<file path="src/tced_pkg.sv">
// ----------------------------------------------------------------------------
// tced_pkg
// Shared sizes, constants and types of the two-plane e-paper downscaler.
// ----------------------------------------------------------------------------
package tced_pkg;

    // Output raster size in cells (each cell is 3x3 input pixels)
    localparam int OUT_WIDTH  = 128;
    localparam int OUT_HEIGHT = 128;

    // Field widths fixed by the stream format
    localparam int CHAN_W  = 8;
    localparam int COORD_W = 10;
    localparam int SLOT_W  = (OUT_WIDTH > 1) ? $clog2(OUT_WIDTH) : 1;

    // Position inside a cell: 0 and 1 are sampled, 2 is skipped
    localparam logic [1:0] CELL_FIRST = 2'd0;
    localparam logic [1:0] CELL_SECOND = 2'd1;
    localparam logic [1:0] CELL_LAST  = 2'd2;

    localparam logic [CHAN_W-1:0] THRESHOLD_RESET = 8'd120;

    // Result queue between front and back
    localparam int QDEPTH = 4;
    localparam int QPTR_W = $clog2(QDEPTH);

    // One finished cell as it travels from front to back
    typedef struct packed {
        logic               dark_plane_bit;
        logic               red_plane_bit;
        logic [COORD_W-1:0] out_column;
        logic [COORD_W-1:0] out_row;
    } tced_result_t;

    // Push side of the result queue
    typedef struct packed {
        logic         valid;
        tced_result_t result;
    } tced_push_t;

endpackage

</file>
<file path="src/two_color_epaper_downscaler_top.sv">
// ----------------------------------------------------------------------------
// two_color_epaper_downscaler_top
// Reduces an RGB raster 3*OUT_WIDTH x 3*OUT_HEIGHT to two-plane e-paper cells.
// ----------------------------------------------------------------------------
// Usage:
//   Slave stream carries one RGB pixel per transfer in raster order; tuser
//   high marks the first pixel of a frame and restarts the position. The
//   position also wraps on its own after 3*OUT_HEIGHT rows.
//   Master stream carries one result per 3x3 cell, issued when the cell's
//   bottom-right sampled pixel arrives; tlast marks the last cell of a frame.
//   The cfg channel writes the color threshold (always ready); write it only
//   while no pixel is in flight.
// Throughput: one pixel per clock while the queue has room. The front classifies
//   and updates the line store in the accept cycle and reads it one pixel ahead.
// Result path: the result enters the queue at the accepting edge and loads
//   into the output register, which drives m_tvalid, once that register is
//   empty or its transfer completes.
// Reset: position, vote registers, queue and output valid clear; threshold
//   returns to 120. The line store needs no clearing.
// Stall: a stalled receiver holds the output register; the four-entry queue
//   absorbs results and s_tready drops only when it is full.
// ----------------------------------------------------------------------------
module two_color_epaper_downscaler_top (
    input  logic        clk,
    input  logic        rst_n,
    input  logic        s_tvalid,
    output logic        s_tready,
    input  logic [23:0] s_tdata,   // red[7:0], green[15:8], blue[23:16]
    input  logic        s_tuser,   // frame_start
    output logic        m_tvalid,
    input  logic        m_tready,
    output logic [23:0] m_tdata,   // dark_plane_bit[0], red_plane_bit[1],
                                   // out_column[11:2], out_row[21:12], zero[23:22]
    output logic        m_tlast,   // frame_last
    input  logic        cfg_valid,
    output logic        cfg_ready,
    input  logic [7:0]  cfg_data   // color_threshold
);
    import tced_pkg::*;

    logic         accept;
    logic         q_full, q_not_empty, q_pop;
    tced_push_t   push;
    tced_result_t q_head;

    assign s_tready  = !q_full;
    assign accept    = s_tvalid && s_tready;
    assign cfg_ready = 1'b1;

    tced_front u_front (
        .clk         (clk),
        .rst_n       (rst_n),
        .accept      (accept),
        .red         (s_tdata[7:0]),
        .green       (s_tdata[15:8]),
        .blue        (s_tdata[23:16]),
        .frame_start (s_tuser),
        .cfg_write   (cfg_valid),
        .cfg_value   (cfg_data),
        .push        (push)
    );

    tced_queue u_queue (
        .clk       (clk),
        .rst_n     (rst_n),
        .push      (push),
        .pop       (q_pop),
        .full      (q_full),
        .not_empty (q_not_empty),
        .head      (q_head)
    );

    tced_back u_back (
        .clk         (clk),
        .rst_n       (rst_n),
        .q_not_empty (q_not_empty),
        .q_head      (q_head),
        .q_pop       (q_pop),
        .m_tvalid    (m_tvalid),
        .m_tready    (m_tready),
        .m_tdata     (m_tdata),
        .m_tlast     (m_tlast)
    );

endmodule

</file>
<file path="src/tced_front.sv">
// ----------------------------------------------------------------------------
// tced_front
// Tracks the raster position, classifies sampled pixels against the
// threshold, keeps the line store of first-row counts and emits one result
// per cell on its bottom-right sampled pixel.
// ----------------------------------------------------------------------------
module tced_front (
    input  logic                        clk,
    input  logic                        rst_n,
    input  logic                        accept,
    input  logic [tced_pkg::CHAN_W-1:0] red,
    input  logic [tced_pkg::CHAN_W-1:0] green,
    input  logic [tced_pkg::CHAN_W-1:0] blue,
    input  logic                        frame_start,
    input  logic                        cfg_write,
    input  logic [tced_pkg::CHAN_W-1:0] cfg_value,
    output tced_pkg::tced_push_t        push
);
    import tced_pkg::*;

    logic [CHAN_W-1:0]  threshold_reg;
    logic [1:0]         cx_reg, cx_next;
    logic [1:0]         cy_reg, cy_next;
    logic [COORD_W-1:0] ocol_reg, ocol_next;
    logic [COORD_W-1:0] orow_reg, orow_next;
    logic               pair_dark_reg, pair_red_reg;
    logic [3:0]         line_store [OUT_WIDTH];
    logic [3:0]         prev_reg;

    logic [1:0]         cx_cur, cy_cur;
    logic [COORD_W-1:0] ocol_cur, orow_cur;
    logic [SLOT_W-1:0]  slot;
    logic               low_gb, is_red, is_dark;
    logic               sampled;
    logic [2:0]         dark_sum, red_sum;
    logic [1:0]         first_dark, first_red;

    // Frame start restarts the position before this pixel is used
    always_comb
    begin
        cx_cur   = frame_start ? CELL_FIRST : cx_reg;
        cy_cur   = frame_start ? CELL_FIRST : cy_reg;
        ocol_cur = frame_start ? '0 : ocol_reg;
        orow_cur = frame_start ? '0 : orow_reg;
        slot     = ocol_cur[SLOT_W-1:0];
        sampled  = (cx_cur != CELL_LAST) && (cy_cur != CELL_LAST);
    end

    // Classify: red wins over dark
    always_comb
    begin
        low_gb  = (green <= threshold_reg) && (blue <= threshold_reg);
        is_red  = (red >= threshold_reg) && low_gb;
        is_dark = !is_red && (red <= threshold_reg) && low_gb;
    end

    // Advance the position, wrapping column then row
    always_comb
    begin
        cx_next   = cx_cur;
        cy_next   = cy_cur;
        ocol_next = ocol_cur;
        orow_next = orow_cur;
        if (cx_cur == CELL_LAST)
        begin
            cx_next = CELL_FIRST;
            if (ocol_cur == COORD_W'(OUT_WIDTH - 1))
            begin
                ocol_next = '0;
                if (cy_cur == CELL_LAST)
                begin
                    cy_next = CELL_FIRST;
                    if (orow_cur == COORD_W'(OUT_HEIGHT - 1))
                        orow_next = '0;
                    else
                        orow_next = orow_cur + 1'b1;
                end
                else
                begin
                    cy_next = cy_cur + 1'b1;
                end
            end
            else
            begin
                ocol_next = ocol_cur + 1'b1;
            end
        end
        else
        begin
            cx_next = cx_cur + 1'b1;
        end
    end

    // Hold threshold, position and the first sampled pixel's votes
    always_ff @(posedge clk or negedge rst_n)
    begin
        if (!rst_n)
        begin
            threshold_reg <= THRESHOLD_RESET;
            cx_reg        <= CELL_FIRST;
            cy_reg        <= CELL_FIRST;
            ocol_reg      <= '0;
            orow_reg      <= '0;
            pair_dark_reg <= 1'b0;
            pair_red_reg  <= 1'b0;
        end
        else
        begin
            if (cfg_write)
                threshold_reg <= cfg_value;
            if (accept)
            begin
                cx_reg   <= cx_next;
                cy_reg   <= cy_next;
                ocol_reg <= ocol_next;
                orow_reg <= orow_next;
                if (sampled && (cx_cur == CELL_FIRST))
                begin
                    pair_dark_reg <= is_dark;
                    pair_red_reg  <= is_red;
                end
            end
        end
    end

    // Counts of the first sampled row of a cell
    always_comb
    begin
        first_dark = {1'b0, pair_dark_reg} + {1'b0, is_dark};
        first_red  = {1'b0, pair_red_reg} + {1'b0, is_red};
    end

    // Line store: write in cell row 0, read ahead on cell row 1 column 0
    always_ff @(posedge clk)
    begin
        if (accept && (cy_cur == CELL_FIRST) && (cx_cur == CELL_SECOND))
            line_store[slot] <= {first_red, first_dark};
        if (accept && (cy_cur == CELL_SECOND) && (cx_cur == CELL_FIRST))
            prev_reg <= line_store[slot];
    end

    // Vote over the four sampled pixels
    always_comb
    begin
        dark_sum = {1'b0, prev_reg[1:0]} + {2'b0, pair_dark_reg} + {2'b0, is_dark};
        red_sum  = {1'b0, prev_reg[3:2]} + {2'b0, pair_red_reg} + {2'b0, is_red};
        push.valid = accept && (cy_cur == CELL_SECOND) && (cx_cur == CELL_SECOND);
        push.result.dark_plane_bit = (dark_sum >= 3'd2) ? 1'b0 : 1'b1;
        push.result.red_plane_bit  = (red_sum >= 3'd2) ? 1'b0 : 1'b1;
        push.result.out_column     = ocol_cur;
        push.result.out_row        = orow_cur;
    end

endmodule

</file>
<file path="src/tced_queue.sv">
// ----------------------------------------------------------------------------
// tced_queue
// Short result queue that decouples the pixel side from the output side.
// ----------------------------------------------------------------------------
module tced_queue (
    input  logic                   clk,
    input  logic                   rst_n,
    input  tced_pkg::tced_push_t   push,
    input  logic                   pop,
    output logic                   full,
    output logic                   not_empty,
    output tced_pkg::tced_result_t head
);
    import tced_pkg::*;

    tced_result_t       entries [QDEPTH];
    logic [QPTR_W-1:0]  wr_ptr_reg, rd_ptr_reg;
    logic [QPTR_W:0]    count_reg, count_next;

    assign full      = (count_reg == (QPTR_W+1)'(QDEPTH));
    assign not_empty = (count_reg != '0);
    assign head      = entries[rd_ptr_reg];

    // Track fill level
    always_comb
    begin
        count_next = count_reg;
        if (push.valid && !pop)
            count_next = count_reg + 1'b1;
        else if (!push.valid && pop)
            count_next = count_reg - 1'b1;
    end

    // Advance pointers
    always_ff @(posedge clk or negedge rst_n)
    begin
        if (!rst_n)
        begin
            wr_ptr_reg <= '0;
            rd_ptr_reg <= '0;
            count_reg  <= '0;
        end
        else
        begin
            count_reg <= count_next;
            if (push.valid)
                wr_ptr_reg <= wr_ptr_reg + 1'b1;
            if (pop)
                rd_ptr_reg <= rd_ptr_reg + 1'b1;
        end
    end

    // Store payload
    always_ff @(posedge clk)
    begin
        if (push.valid)
            entries[wr_ptr_reg] <= push.result;
    end

endmodule

</file>
<file path="src/tced_back.sv">
// ----------------------------------------------------------------------------
// tced_back
// Output register: takes results from the queue, marks the last cell of a
// frame and holds the transfer until the receiver takes it.
// ----------------------------------------------------------------------------
module tced_back (
    input  logic                   clk,
    input  logic                   rst_n,
    input  logic                   q_not_empty,
    input  tced_pkg::tced_result_t q_head,
    output logic                   q_pop,
    output logic                   m_tvalid,
    input  logic                   m_tready,
    output logic [23:0]            m_tdata,
    output logic                   m_tlast
);
    import tced_pkg::*;

    logic         valid_reg;
    tced_result_t data_reg;
    logic         last_reg;
    logic         load;

    // Load when the register is empty or its transfer completes
    assign load  = q_not_empty && (!valid_reg || m_tready);
    assign q_pop = load;

    always_ff @(posedge clk or negedge rst_n)
    begin
        if (!rst_n)
            valid_reg <= 1'b0;
        else if (load)
            valid_reg <= 1'b1;
        else if (m_tready)
            valid_reg <= 1'b0;
    end

    always_ff @(posedge clk)
    begin
        if (load)
        begin
            data_reg <= q_head;
            last_reg <= (q_head.out_column == COORD_W'(OUT_WIDTH - 1)) &&
                        (q_head.out_row == COORD_W'(OUT_HEIGHT - 1));
        end
    end

    assign m_tvalid = valid_reg;
    assign m_tlast  = last_reg;
    assign m_tdata  = {2'b00, data_reg.out_row, data_reg.out_column,
                       data_reg.red_plane_bit, data_reg.dark_plane_bit};

endmodule

</file>
<file path="config.mk">
export PLATFORM = sky130hd
export DESIGN_NAME = two_color_epaper_downscaler_top
export DESIGN_NICKNAME = d
export VERILOG_FILES = /design/src/tced_pkg.sv /design/src/two_color_epaper_downscaler_top.sv /design/src/tced_front.sv /design/src/tced_queue.sv /design/src/tced_back.sv
export SDC_FILE = /design/constraint.sdc
export NUM_CORES = 1
export LEC_CHECK = 0
export BUFFER_PORTS_ARGS = -buffer_cell sky130_fd_sc_hd__buf_2
export CORE_MARGIN = 2
export CORE_UTILIZATION = 45
export DETAILED_ROUTE_END_ITERATION = 7
export SETUP_SLACK_MARGIN = 0.15
export SYNTH_ARGS = -nofsm -noshare
export SYNTH_HDL_FRONTEND = slang
export SYNTH_SLANG_ARGS = --single-unit
</file>
<file path="constraint.sdc">
create_clock -name clk -period 4.3 [get_ports clk]
set_input_delay 1.075 -clock clk [delete_from_list [all_inputs] [get_ports clk]]
set_output_delay 1.075 -clock clk [all_outputs]
set_load 0.05 [all_outputs]
</file>
==> Word level (Yosys, flattened, before mapping) <==
Memories as Yosys holds them, arrays and structs flattened. A register that Yosys moved wholly into a read port is not among the register bits.
Index checks and enable logic that the tools add are counted.
{ "word_totals": {"ram_bits": 600, "memories": 2, "output_inout_bits": 28, "regBits": 65} }
{ "op_classes": {"eq_ne": 11, "reduce_logical": 28, "n_mux": 24, "add_sub_neg": 14, "n_lt_le_gt_ge": 6} }
{ "mem_list": {"columns": ["name", "depth", "width", "rd", "rd_clocked_by_memory_dff", "wr", "line", "text"], "rows": [
  ["u_front.line_store", 128, 4, 1, 1, 1, "tced_front.sv:27", "logic [3:0] line_store [OUT_WIDTH];"],
  ["u_queue.entries", 4, 22, 1, 0, 1, "tced_queue.sv:16", "tced_result_t entries [QDEPTH];"]
]} }
{ "ops": {"columns": ["operator", "n"], "rows": [
  ["$mux W10", 8],
  ["$eq A10 B7 Y1 const B", 4],
  ["$le A8 B8 Y1", 3],
  ["$add A10 B1 Y10 const B", 2],
  ["$logic_and A1 B1 Y1", 16],
  ["$mux W2", 6],
  ["$add A2 B1 Y2 const B", 4],
  ["$ge A8 B8 Y1", 1],
  ["$mux W1", 8],
  ["$add A2 B1 Y3", 2],
  ["$add A3 B1 Y3", 2],
  ["$ge A3 B2 Y1 const B", 2],
  ["$mux W3", 2],
  ["$logic_not A1 Y1", 5],
  ["$add A1 B1 Y2", 2],
  ["$eq A2 B1 Y1 const B", 2],
  ["$eq A2 B2 Y1 const B", 2],
  ["$logic_not A2 Y1", 2],
  ["$ne A2 B2 Y1 const B", 2],
  ["$reduce_bool A2 Y1", 2],
  ["$add A3 B1 Y3 const B", 1],
  ["$eq A3 B3 Y1 const B", 1],
  ["$reduce_bool A3 Y1", 1],
  ["$sub A3 B1 Y3 const B", 1],
  ["other kinds (2)", 2]
]} }

==> Longest topological paths before layout <==
{ "depth": {"word_depth": 9, "ltp_mapped": 14} }

==> Hierarchy <==
Synthesis repeated with hierarchy kept, for this count alone.
{ "unflattened": {"cells_unflattened": 1833, "area_unflattened_um2": 28009.4} }
{ "by_module_without_submodules": {"columns": ["module", "area_per_inst_um2", "cells_each", "instances"], "rows": [
  ["tced_front", 23561.3, 1643, 1],
  ["tced_queue", 3606.0, 149, 1],
  ["tced_back", 820.8, 37, 1],
  ["two_color_epaper_downscaler_top", 21.3, 4, 1]
]} }

==> Worst setup path before layout <==
No wires, ideal clock.
{ "synth_path": {"path_kind": "input to register", "from": "input s_tdata[0]", "to": "memory u_front.line_store[0][1], data pin", "t_required_ps": 3764, "n_path_buf": 0, "setup_time_ps": 536, "t_arrival_ps": 4097, "cell_stages": 9, "setup_slack_ps": -333, "path_cell_list": "inv_1 > ha_1 > nand2b_1 > a21o_1 > a21o_1 > a21oi_1 > o21ai_0 > nor3_1 > ha_1"} }
{ "synth_between": {"elab_chain_len": 6, "elab_cells_between_ends": 7, "classes_between": "1 x add/sub; 2 x order compare; 4 x reduce/logical"} }
{ "synth_lines": {"columns": ["element", "line", "text"], "rows": [
  ["start, declared", "two_color_epaper_downscaler_top.sv:28", "input logic [23:0] s_tdata,"],
  ["$ge A8 B8 Y1", "tced_front.sv:53", "is_red = (red >= threshold_reg) && low_gb;"],
  ["$logic_and A1 B1 Y1", "tced_front.sv:53", null],
  ["$logic_not A1 Y1", "tced_front.sv:54", "is_dark = !is_red && (red <= threshold_reg) && low_gb;"],
  ["$logic_and A1 B1 Y1 * (2 in series)", "tced_front.sv:54", null],
  ["net u_front.is_dark", "tced_front.sv:33", "logic low_gb, is_red, is_dark;"],
  ["$add A1 B1 Y2 *", "tced_front.sv:129", "first_dark = {1'b0, pair_dark_reg} + {1'b0, is_dark};"],
  ["net u_front.first_dark[1]", "tced_front.sv:36", "logic [1:0] first_dark, first_red;"],
  ["end, declared", "tced_front.sv:27", null]
]} }
The timed path passes the listed nets; every way through them passes the cells marked *.

==> Worst setup path in the final report <==
{ "layout_path": {"from": "register u_front.ocol_reg[0]", "to": "register u_front.prev_reg[0] (read register of u_front.line_store), data pin"} }
{ "layout_between": {"elab_chain_len": 1} }
{ "layout_lines": {"columns": ["element", "line", "text"], "rows": [
  ["start, declared", "tced_front.sv:24", "logic [COORD_W-1:0] ocol_reg, ocol_next;"],
  ["start signal, assigned", "tced_front.sv:115", "ocol_reg <= ocol_next;"],
  ["$mux W10", "tced_front.sv:43", "ocol_cur = frame_start ? '0 : ocol_reg;"],
  ["end, declared", "tced_front.sv:28", "logic [3:0] prev_reg;"]
]} }
No other way between the ends.
A chain may end at the register's enable or synchronous reset.

==> flow_summary.toml <==
[sta]
report.final.slew_viol_count = 0
min_period_ns = 3.54
rsz0062_at_grt = "false"
fin_ws_ns = 0.755
fin_crit_sh_pct = 82.4
worstMarginPinSlew_ns = 1.08
setup_viol = 0
report.final.hold_viol_count = 0
setup_tns_ns = 0
fin_skew_ns = 0.0232
slew-limit-headroom_pct = 27.7
max_freq_mhz = 282

[synthesis]
ys_seq_area_share_pct = 70.8
synth_top_area_share_pct = 67.0
synthCells = 1866
synth_edf_count = 627
ys_top_cells_by_area = "edfxtp_1, dfrtp_1, mux2i_1"
yosys-top-cells-count = "edfxtp_1, nor2_1, nand2_1"
synth-async-reset-ratio_pct = 6.28
synthMostInstantiatedCell = "edfxtp_1"
synth_top_cell_by_area = "edfxtp_1"
avgSynthCellArea_um2 = 15.0
synth_cell_types = 86
syn_area_um2 = 28100
yosysWarningCount = 0
synth_ff_type = "edfxtp_1"
ys_seq_elements = 669

[clock_tree]
cts_tree = "yes"
cts_sinks = 669
post-cts-setup-buffers = 0
htreeDepth = 3
root_buffer = "clkbuf_16"
cts_resized = 0
numCtsBuffers = 71
clkTransAtPathRegs_ns = 0.06
cts_hold_buf = 0
clockBufferDepth = 3
worstSkewPairLatency_ns = 0.62

[die]
num_rows = 91
initial_core_util_pct = 45.5
die_area_um2 = 64400
chipWidth_um = 254
core_um2 = 61700
io_pins = 66
die_h_um = 254

[finish]
largest_reg_flops = 512
top_register = "u_front.line_store"
seq_area_um2 = 19900
syn_to_final_growth_pct = 13.9
num-nets-final = 2060
fillers = 5162
post-route-util_pct = 51.8
drive_above_1_share_pct = 16.7
multi_input_area_um2 = 7500
finalInstanceArea_um2 = 32000

[hold_path]
worstHoldPathType = "register to register"

[place]
io_buffers = 62
post-place-ws_ns = 0.482
gp_congestion = 0.954
hpwl_um = 54500
placed_cell_area_um2 = 29800

[routing]
viasPerCell = 6.26
wl_per_cell_um = 29.1
vias = 18000
first_pass_iters = 6
drt_iter0_markers = 2469
drc_errors = 0
drt.antenna.violating_nets = 0
drt-total-wl_um = 83900

[critical_path]
crit_fanout = 30
cp_slowest_cell = "dfrtp_4"
cpPeakStageDelay_ns = 0.79
crit_family = "compound AO/OA/AOI/OAI gates"
cp_common_cell = "buf_4"
startpoint_type = "register"
critPathRequiredTime_ns = 4.66
critPathBufInv = 2
cp_data_arrival_time_ns = 3.91
cp-end-kind = "register"
crit_chain = "buf_4 -> nor2b_1 -> buf_4 -> a22oi_1 -> o22ai_1 -> o21ai_0 -> nand4_1 -> a32o_1"
setup.worst_path.class = "register to register"

[global_route]
grt_pass1_wl_um = 122000
antenna_found_initial = 0
grt_usage_pct = 26.3
grt_pass1_vias = 17700
grt_max_degree = 65
grt_overflow_total = 0

[status]
status = "completed"

[power_and_ir_drop]
ir_drop_v = 0.000369
power_density_nw_per_um2 = 550
p_leak_uw = 0.0103

[flow_run]
drv_cap = 0
==> cells in the final DEF, fill, tap and decap left out, types with 16 or more instances in the layout <==
cell / n
a221oi_1: 17
inv_1: 26
o22ai_1: 29
nor3_1: 18
mux4_2: 32
mux2_2: 17
a21oi_1: 51
nand2_1: 97
nand2b_1: 16
nand3b_1: 19
clkbuf_16: 73
buf_2: 61
a22o_1: 17
o21ai_0: 81
clkbuf_1: 17
buf_4: 87
a22oi_1: 55
ha_1: 33
dfrtp_1: 35
nor2b_1: 30
edfxtp_1: 627
nor2_1: 184
mux2i_1: 91
a211oi_1: 16
==> cell type report <==
cell class                      count  area share (%)
Clock inverter                     37           0.982
Inverter                           30           0.352
Antenna cell                        1         0.00783
Tap cell                          837            3.27
Sequential cell                   669            62.2
Timing Repair Buffer              160            3.75
Multi-Input combinational cell   1054            23.5
Clock buffer                       91            5.96
==> per-layer routing <==
layer | track usage (%) | routed length (um) | vias up
li1 | - | - | 7566
met1 | 35.2 | 32200 | 9013
met2 | 40.3 | 38200 | 1177
met3 | 6.44 | 8830 | 277
met4 | 12.6 | 4620 | 0
met5 | 0 | 0 | -
==> report_power, final <==
group	leakage, uW	switching, uW	internal, uW
Combinational	0.00304	2500	1160
Clock	0.00107	2530	3390
Sequential	0.00620	263	7740
Total	0.0103	5290	12300
==> path summary, 6_finish.rpt <==
path | start | end | slack, ns | cells after the start
max reg2reg | u_front.ocol_reg[0]$_DFFE_PN0P_ | u_front.prev_reg[0]$_DFFE_PP_ | 0.76 | 8
min in group asynchronous | rst_n | u_queue.count_reg[0]$_DFFE_PN0P_ | 0.67 | 1
min | u_front.orow_reg[5]$_DFFE_PN0P_ | u_front.orow_reg[5]$_DFFE_PN0P_ | 0.50 | 1
max | u_front.ocol_reg[0]$_DFFE_PN0P_ | u_front.prev_reg[0]$_DFFE_PP_ | 0.76 | 8
max in group asynchronous | rst_n | u_front.ocol_reg[1]$_DFFE_PN0P_ | 2.83 | 1
min reg2reg | u_front.orow_reg[5]$_DFFE_PN0P_ | u_front.orow_reg[5]$_DFFE_PN0P_ | 0.50 | 1
==> through the flow <==
stage,power (uW),instances,hold slack [ns]
floorplan,10300,1867,0.455
global placement,11700,2750,0.470
detailed placement,11700,2750,0.482
CTS,17600,2878,0.490
global route,18100,2878,0.499
finish,17600,2879,0.496
==> cell families (layout without fill, tap and decap cells) <==
group	after synthesis	count (layout)	synth area share [%]
AO/OA/AOI/OAI	406	406	10.1
XOR/XNOR	7	7	0.218
adder cells (fa/ha/maj)	36	36	1.63
buffers and inverters	144	318	2.63
flip-flops	669	669	70.8
multiplexers	140	140	6.49
other	2	4	0.0267
AND/OR/NAND/NOR	462	462	8.10
==> worst reg2reg max path: stages (launching register included) <==
cell	delay, ns
dfrtp_4	0.79
buf_4	0.44
nor2b_1	0.10
buf_4	0.25
a22oi_1	0.37
o22ai_1	0.13
o21ai_0	0.60
nand4_1	0.27
a32o_1	0.34
Power figures use the tool's default switching activity.
